`config.mk`:
```
export PLATFORM = sky130hd
export DESIGN_NAME = boxcar_average_decimator
export DESIGN_NICKNAME = d
export VERILOG_FILES = /design/src/sv/bxavg_pkg.sv /design/src/sv/boxcar_average_decimator.sv
export SDC_FILE = /design/constraint.sdc
export NUM_CORES = 1
export LEC_CHECK = 0
export ABC_AREA = 0
export BUFFER_PORTS_ARGS = -buffer_cell sky130_fd_sc_hd__buf_4
export CAP_MARGIN = 40
export CORE_UTILIZATION = 60
export CTS_CLUSTER_DIAMETER = 80
export DETAILED_ROUTE_END_ITERATION = 7
export GPL_TIMING_DRIVEN = 0
export PLACE_DENSITY_LB_ADDON = 0.12
export SLEW_MARGIN = 30
export SYNTH_ARGS = -nofsm -noshare
export SYNTH_HDL_FRONTEND = slang
export SYNTH_SLANG_ARGS = --single-unit
```
`constraint.sdc`:
```
create_clock -name clk_i -period 5.4 [get_ports clk_i]
set_input_delay 0 -clock clk_i [delete_from_list [all_inputs] [get_ports clk_i]]
set_output_delay 0 -clock clk_i [all_outputs]
set_load 0.005 [all_outputs]
```
`src/sv/bxavg_pkg.sv`:
```
// ----------------------------------------------------------------------------
// Boxcar average decimator package
// Widths, register indexes, sample format codes and sequencer states.
// ----------------------------------------------------------------------------
package bxavg_pkg;

  localparam int unsigned SAMPLE_W  = 32;
  localparam int unsigned SUM_W     = 41;
  localparam int unsigned FRAC_W    = 16;
  localparam int unsigned QUO_W     = SUM_W + FRAC_W;
  localparam int unsigned OUT_W     = 49;
  localparam int unsigned LEN_W     = 9;
  localparam int unsigned CNT_W     = 8;
  localparam int unsigned FMT_W     = 3;
  localparam int unsigned CFG_IDX_W = 2;
  localparam int unsigned ITER_W    = $clog2(QUO_W);
  localparam int unsigned MAX_GROUP = 256;

  typedef enum logic [FMT_W-1:0] {
    FMT_U8  = 3'd0,
    FMT_U16 = 3'd1,
    FMT_U32 = 3'd2,
    FMT_I8  = 3'd3,
    FMT_I16 = 3'd4,
    FMT_I32 = 3'd5
  } fmt_e;

  typedef enum logic [CFG_IDX_W-1:0] {
    CFG_SAMPLES_PER_PIXEL = 2'd0,
    CFG_SAMPLE_FORMAT     = 2'd1
  } cfg_idx_e;

  typedef enum logic [1:0] {
    ST_IDLE,
    ST_ABS,
    ST_DIV,
    ST_FIX
  } state_e;

endpackage

```
`src/sv/boxcar_average_decimator.sv`:
```
// ----------------------------------------------------------------------------
// Boxcar average decimator
// Averages each run of N samples into one signed Q.16 word, truncated toward
// zero, using an exact integer sum and a bit-serial divider.
// ----------------------------------------------------------------------------
// Samples arrive on the in channel (in_valid_i, in_ready_o, sample_bits_i)
// and averages leave on the out channel (out_valid_o, out_ready_i,
// average_q16_o). Registers are written on the cfg channel, which is always
// ready: index 0 sets the group length, index 1 the sample format.
// A sample that does not close a group is added to the sum as it is taken, so
// such words are taken back to back. The sample that closes a group starts the
// restoring divider: a first step forms the magnitude, the quotient bits then
// follow one per cycle, and a last step restores the sign. The average is then
// registered and raised on out_valid_o, and in_ready_o is low from the accept
// of that sample until the average is registered.
// The result sits in an output register, so further samples are taken while
// it waits; if the receiver still stalls when the next average is ready, the
// sign stage holds until the output register is free.
// Reset clears the sum, the count and the output valid, and sets the group
// length to one and the format to unsigned 8 bits.
// ----------------------------------------------------------------------------
module boxcar_average_decimator (
  input  logic                               clk_i,
  input  logic                               rst_ni,
  input  logic                               in_valid_i,
  output logic                               in_ready_o,
  input  logic [bxavg_pkg::SAMPLE_W-1:0]     sample_bits_i,
  output logic                               out_valid_o,
  input  logic                               out_ready_i,
  output logic signed [bxavg_pkg::OUT_W-1:0] average_q16_o,
  input  logic                               cfg_valid_i,
  output logic                               cfg_ready_o,
  input  logic [bxavg_pkg::CFG_IDX_W-1:0]    cfg_index_i,
  input  logic [bxavg_pkg::LEN_W-1:0]        cfg_data_i
);
  import bxavg_pkg::*;

  state_e                    state_q, state_d;
  logic [LEN_W-1:0]          spp_q;
  logic [FMT_W-1:0]          fmt_q;
  logic signed [SUM_W-1:0]   sum_q, sum_d;
  logic [CNT_W-1:0]          cnt_q, cnt_d;
  logic                      neg_q, neg_d;
  logic [QUO_W-1:0]          dvd_q, dvd_d;
  logic [CNT_W-1:0]          rem_q, rem_d;
  logic [LEN_W-1:0]          dlen_q, dlen_d;
  logic [ITER_W-1:0]         iter_q, iter_d;
  logic signed [OUT_W-1:0]   res_q, res_d;
  logic                      out_valid_q, out_valid_d;

  logic [LEN_W-1:0]          group_len;
  logic signed [SUM_W-1:0]   sum_new;
  logic [LEN_W-1:0]          cnt_new;
  logic [LEN_W-1:0]          rem_sh;
  logic [LEN_W-1:0]          rem_sub;
  logic [OUT_W-1:0]          quo_lo;

  function automatic logic signed [SUM_W-1:0] decode_sample(
    input logic [SAMPLE_W-1:0] bits,
    input logic [FMT_W-1:0]    fmt
  );
    logic signed [SUM_W-1:0] v;
    case (fmt)
      FMT_U16: v = {{(SUM_W-16){1'b0}}, bits[15:0]};
      FMT_U32: v = {{(SUM_W-32){1'b0}}, bits[31:0]};
      FMT_I8:  v = {{(SUM_W-8){bits[7]}}, bits[7:0]};
      FMT_I16: v = {{(SUM_W-16){bits[15]}}, bits[15:0]};
      FMT_I32: v = {{(SUM_W-32){bits[31]}}, bits[31:0]};
      default: v = {{(SUM_W-8){1'b0}}, bits[7:0]};
    endcase
    return v;
  endfunction

  assign cfg_ready_o   = 1'b1;
  assign in_ready_o    = (state_q == ST_IDLE);
  assign out_valid_o   = out_valid_q;
  assign average_q16_o = res_q;

  always_comb begin
    if (spp_q == '0) begin
      group_len = LEN_W'(1);
    end else if (spp_q > LEN_W'(MAX_GROUP)) begin
      group_len = LEN_W'(MAX_GROUP);
    end else begin
      group_len = spp_q;
    end
  end

  assign sum_new = sum_q + decode_sample(sample_bits_i, fmt_q);
  assign cnt_new = {1'b0, cnt_q} + LEN_W'(1);
  assign rem_sh  = {rem_q, dvd_q[QUO_W-1]};
  assign rem_sub = rem_sh - dlen_q;
  assign quo_lo  = dvd_q[OUT_W-1:0];

  always_ff @(posedge clk_i or negedge rst_ni) begin
    if (!rst_ni) begin
      spp_q <= LEN_W'(1);
      fmt_q <= FMT_U8;
    end else if (cfg_valid_i && cfg_ready_o) begin
      case (cfg_index_i)
        CFG_SAMPLES_PER_PIXEL: spp_q <= cfg_data_i;
        CFG_SAMPLE_FORMAT:     fmt_q <= cfg_data_i[FMT_W-1:0];
        default: ;
      endcase
    end
  end

  always_ff @(posedge clk_i or negedge rst_ni) begin
    if (!rst_ni) begin
      state_q     <= ST_IDLE;
      sum_q       <= '0;
      cnt_q       <= '0;
      out_valid_q <= 1'b0;
    end else begin
      state_q     <= state_d;
      sum_q       <= sum_d;
      cnt_q       <= cnt_d;
      out_valid_q <= out_valid_d;
    end
  end

  always_ff @(posedge clk_i) begin
    neg_q  <= neg_d;
    dvd_q  <= dvd_d;
    rem_q  <= rem_d;
    dlen_q <= dlen_d;
    iter_q <= iter_d;
    res_q  <= res_d;
  end

  always_comb begin
    state_d     = state_q;
    sum_d       = sum_q;
    cnt_d       = cnt_q;
    neg_d       = neg_q;
    dvd_d       = dvd_q;
    rem_d       = rem_q;
    dlen_d      = dlen_q;
    iter_d      = iter_q;
    res_d       = res_q;
    out_valid_d = out_valid_q && !out_ready_i;
    case (state_q)
      ST_IDLE: begin
        if (in_valid_i) begin
          if (cnt_new >= group_len) begin
            sum_d   = '0;
            cnt_d   = '0;
            neg_d   = sum_new[SUM_W-1];
            dvd_d   = {sum_new, {FRAC_W{1'b0}}};
            dlen_d  = group_len;
            state_d = ST_ABS;
          end else begin
            sum_d = sum_new;
            cnt_d = cnt_new[CNT_W-1:0];
          end
        end
      end
      ST_ABS: begin
        if (neg_q) begin
          dvd_d = -dvd_q;
        end
        rem_d   = '0;
        iter_d  = '0;
        state_d = ST_DIV;
      end
      ST_DIV: begin
        if (rem_sh >= dlen_q) begin
          rem_d = rem_sub[CNT_W-1:0];
          dvd_d = {dvd_q[QUO_W-2:0], 1'b1};
        end else begin
          rem_d = rem_sh[CNT_W-1:0];
          dvd_d = {dvd_q[QUO_W-2:0], 1'b0};
        end
        if (iter_q == ITER_W'(QUO_W - 1)) begin
          state_d = ST_FIX;
        end else begin
          iter_d = iter_q + ITER_W'(1);
        end
      end
      ST_FIX: begin
        if (!out_valid_q || out_ready_i) begin
          res_d       = neg_q ? $signed(~quo_lo + OUT_W'(1)) : $signed(quo_lo);
          out_valid_d = 1'b1;
          state_d     = ST_IDLE;
        end
      end
      default: state_d = ST_IDLE;
    endcase
  end

endmodule

```
==> metrics.sh <==
SHARE_CLK_OF_TOTAL_POWER_PCT=14.1
DETAIL_ROUTE.DRC_VIOLATIONS=0
MAXSLEWHEADROOM_PCT=40.1
SYNTH_FF_TYPE='sky130_fd_sc_hd__edfxtp_1'
SYN_AREA_SQ_UM=12800
HOLDCRITPATHCLASS='primary input to register'
DIE_AREA_SQ_UM=21900
POWER_SHARE_OF_THE_COMBINATIONAL_GROUP_PCT=52.7
PLACEABLECOREAREA_SQ_UM=21000
POST_LAYOUT_UTILIZATION_OF_THE_CORE_PCT=70.2
VIOLATIONS='hold timing'
SYNTH_CELL_TYPE_COUNT=74
POSTCTSRESIZEDCELLS=0
NET-SWITCHING-POWER_mW=4.19
POST_CTS_HOLD_BUFFER_COUNT=12
CRITICAL_PATH.TOP_DELAY_FAMILY='compound AO/OA/AOI/OAI gates'
PLACE_HPWL_UM=24000
CRITICAL_PATH_CLASS='register to register'
MAX_CAPACITANCE_VIOLATION_COUNT=0
FP.DIEH_UM=148
DIE_WIDTH_UM=148
FMAX_GHz=0.213
YS_ASYNC_SR_FRACTION_PCT=33.0
STAGE_DELAY_OF_THE_SLOWEST_CELL_ON_THE_CRITICAL_PATH_NS=0.64
CRIT_PATH_START_KIND='register'
SYNTHESIS.NETS=1479
CLK_PIN_SLEW_NS=0.08
SYN_AVG_CELL_AREA_SQ_UM=9.40
ROUTED_VIA_DENSITY=6.07
INSERTION_DELAY_NS=0.45
INITIAL_UTILIZATION_PCT=61.2
CLOCK_TREE_ROOT_DRIVER_CELL='sky130_fd_sc_hd__clkbuf_16'
POST-CTS-SETUP-BUFFER-COUNT=0
IOPINCOUNT=100
ENDPOINT_KIND='register'
SWITCHING_SHARE_PCT=45.3
MAXIMUM_NUMBER_OF_PINS_ON_ONE_NET_BEFORE_GLOBAL_ROUTE_REPAIR=50
FINALCRITPERIODSHARE_PCT=86.8
POWER.DENSITY_CELL_AREA_nW_PER_UM2=629
SYNTH-WARNING-COUNT=0
SHARE_OF_LAYOUT_CELLS_ABOVE_DRIVE_STRENGTH_1_PCT=11.3
CTS_MADE_BUFFERS=17
MULTIINPUTGATEAREA_SQ_UM=6850
ROUTED_WL_UM=32700
NETLIST_INSTANCES=1363
CP.ARRIVAL_NS=4.89
ROWS=53
CP.BUFFERS_INVERTERS=3
ANTENNA_FOUND_INITIAL=0
CELL_AREA_REPORTED_AFTER_DETAILED_PLACEMENT_SQ_UM=14000
STATUS='finished, violations left'
CTS.HTREE.LEVELS=4
RSZ0062_AT_GRT='no'
FILLERS=1631
FINAL.HOLD.WORST_SLACK_NS=-0.000124
CTS_MAX_PATH_BUFFERS=2
DESIGN.FINAL.NETS=1612
SLOWEST_STAGE='sky130_fd_sc_hd__o21ai_1'
MOST_COMMON_CELL_AFTER_LAYOUT_FILL_AND_TAPS_ASIDE='sky130_fd_sc_hd__nand2_1'
TOTAL_LEAKAGE_POWER_nW=5.99
CPMOSTUSEDCELL='sky130_fd_sc_hd__clkbuf_1'
FIRST_GLOBAL_VIAS=10300
INTERNAL_POWER_mW=5.06
ROUTED-VIA-COUNT=10800
POSTROUTEANTENNANETS=0
GRT_REMAINING_OVERFLOW=0
LAYOUT.AREA.SEQ_SQ_UM=5510
PORT-BUFFER-COUNT=98
CP_CELL_SEQUENCE='nand2b_1 > clkbuf_1 > o21ai_1 > clkbuf_1 > a21o_1 > ha_1 > clkbuf_1 > a21oi_1 > o21ai_0 > a21oi_1 > o21ai_0 > or3_1 > o21ba_2 > xnor2_1 > xnor2_1 > mux2_2'
WL_PER_CELL_UM=18.3
SYNTH.FF_LATCH_COUNT=194
CLOCK_SINKS=194
RELATIVE_CONTRIBUTION_OF_SEQUENTIAL_CELLS_TO_TOTAL_POWER_PCT=33.3
YS_SEQ_AREA_SHARE_PCT=43.0
FINALSETUPTNS_NS=0
LAYOUT_COMMON_CELLS='sky130_fd_sc_hd__nand2_1 (186), sky130_fd_sc_hd__edfxtp_1 (130), sky130_fd_sc_hd__o21ai_0 (122), sky130_fd_sc_hd__buf_4 (100), sky130_fd_sc_hd__xnor2_1 (97)'
DRT_PASS1_ITERATIONS=5
DRT_ITER0_DRC=987
GRT_PASS1_WL_UM=52000
DIODES=0
CRITICAL_PATH.MAX_FANOUT=10
REPORT.FINAL.SETUP_VIOL=0
TIGHTEST_SLEW_NS=0.875
POST-ROUTE-CELL-AREA_SQ_UM=14700
GRT_USAGE_PCT=30.5
TRITONCTS='done'
CP.REQUIRED_NS=5.60
TIMING.CLOCK.SKEW_NS=0.0154
IRDROPWORSTVDD_mV=0.333
FINALMAXSLEWVIOLATIONS=0
LAYOUT-AREA-OVERHEAD-VS-SYNTH_PCT=14.7
GP_ROUTABILITY_CONGESTION=0.912
FINALHOLDVIOLATIONS=1
SYNTH_ENABLE_FLOP_CELLS=130
FINALWORSTPATHREQUIREDPERIOD_NS=4.69
==> final timing paths <==
kind	start	to	slack (ns)	cells after the start
min	cfg_valid_i	fmt_q[1]$_DFFE_PN0P_	-0.0001	3
max	fmt_q[2]$_DFFE_PN0P_	dvd_q[56]$_DFFE_PP_	0.71	16
max in group asynchronous	rst_ni	spp_q[0]$_DFFE_PN1P_	4.77	3
min in group asynchronous	rst_ni	sum_q[29]$_DFFE_PN0P_	0.02	2
min reg2reg	sum_q[39]$_DFFE_PN0P_	sum_q[39]$_DFFE_PN0P_	0.49	2
max reg2reg	fmt_q[2]$_DFFE_PN0P_	dvd_q[56]$_DFFE_PP_	0.71	16
==> flip-flops by register name, indices dropped and copies added (netlist names) <==
name	cells
iter_q	6
cnt_q	8
dvd_q	57
state_q	2
dlen_q	9
spp_q	9
out_valid_o	1
average_q16_o	49
fmt_q	3
neg_q	1
sum_q	41
rem_q	8
==> area by class of cell <==
| type | instances | share of cell area, % |
|---|---|---|
| inverters | 48 | 1.23 |
| repair buffers | 114 | 6.38 |
| multi-input cells | 1047 | 46.6 |
| clock inverters | 13 | 1.08 |
| well taps | 275 | 2.34 |
| plain buffers | 74 | 1.94 |
| flip-flops and latches | 194 | 37.5 |
| clock buffers | 19 | 2.94 |
==> metrics by stage <==
stage | hold WS (ns) | setup WS [ns] | power, mW | std cells
global placement | 0.156 | -1.31 | 7.66 | 1736
finish | -0.000124 | 0.713 | 9.25 | 1784
detailed placement | -0.0594 | 0.747 | 7.82 | 1739
floorplan | -0.296 | 0.522 | 6.27 | 1363
CTS | 0.00170 | 0.721 | 9.16 | 1783
global route | 0.0278 | 0.450 | 9.83 | 1784
==> tightest hold or removal path, delay by kind of cell <==
family	cells	cell delay (ns)
multiplexers	1	0.16
AND/OR/NAND/NOR	1	0.13
buffers and inverters	1	0.11
==> synthesized netlist by cell type (8+ instances only) <==
master | instances | area [sq um]
sky130_fd_sc_hd__nor2b_1 | 18 | 113
sky130_fd_sc_hd__nand3_1 | 21 | 105
sky130_fd_sc_hd__a21oi_1 | 74 | 370
sky130_fd_sc_hd__nand2b_1 | 28 | 175
sky130_fd_sc_hd__or3_1 | 19 | 119
sky130_fd_sc_hd__nor2_1 | 85 | 319
sky130_fd_sc_hd__clkbuf_1 | 63 | 236
sky130_fd_sc_hd__inv_1 | 46 | 173
sky130_fd_sc_hd__xor2_1 | 41 | 359
sky130_fd_sc_hd__o31ai_1 | 24 | 180
sky130_fd_sc_hd__and2_1 | 12 | 75.1
sky130_fd_sc_hd__mux2_2 | 13 | 146
sky130_fd_sc_hd__dfrtp_1 | 63 | 1580
sky130_fd_sc_hd__xnor2_1 | 97 | 850
sky130_fd_sc_hd__a22oi_1 | 10 | 75.1
sky130_fd_sc_hd__a22o_1 | 23 | 201
sky130_fd_sc_hd__a31oi_1 | 8 | 50.1
sky130_fd_sc_hd__nor3_1 | 23 | 115
sky130_fd_sc_hd__nand4_1 | 13 | 81.3
sky130_fd_sc_hd__a21o_1 | 35 | 263
sky130_fd_sc_hd__edfxtp_1 | 130 | 3900
sky130_fd_sc_hd__o21ai_0 | 122 | 611
sky130_fd_sc_hd__nand3b_1 | 8 | 60.1
sky130_fd_sc_hd__a221oi_1 | 12 | 105
sky130_fd_sc_hd__ha_1 | 66 | 826
sky130_fd_sc_hd__nand2_1 | 186 | 698
==> cell families (layout without fill, tap and decap cells) <==
group / Yosys count / in the layout / share of synthesized area (%)
AND/OR/NAND/NOR: 448 / 448 / 17.0
XOR/XNOR: 138 / 138 / 9.43
flip-flops: 194 / 194 / 43.0
AO/OA/AOI/OAI: 376 / 376 / 18.8
adder cells (fa/ha/maj): 68 / 68 / 6.76
buffers and inverters: 122 / 268 / 3.63
other: 1 / 1 / 0.0293
multiplexers: 16 / 16 / 1.38
==> power groups by stage <==
stage,clock network [mW],registers [mW],logic (mW)
detailed placement,0,3.09,4.74
finish,1.30,3.08,4.87
global route,1.37,3.15,5.30
CTS,1.31,3.07,4.78
global placement,0,3.12,4.54
floorplan,0,3.01,3.26
==> metal layers <==
layer  vias to the layer above  wire [um]  track usage, %
met4                         0        964            12.4
met2                       450      15300            50.1
li1                       5188          -               -
met3                        60       2450            4.75
met1                      5132      14000            40.4
met5                         -          0               0
Note: power is estimated with default switching activity, not from simulation.
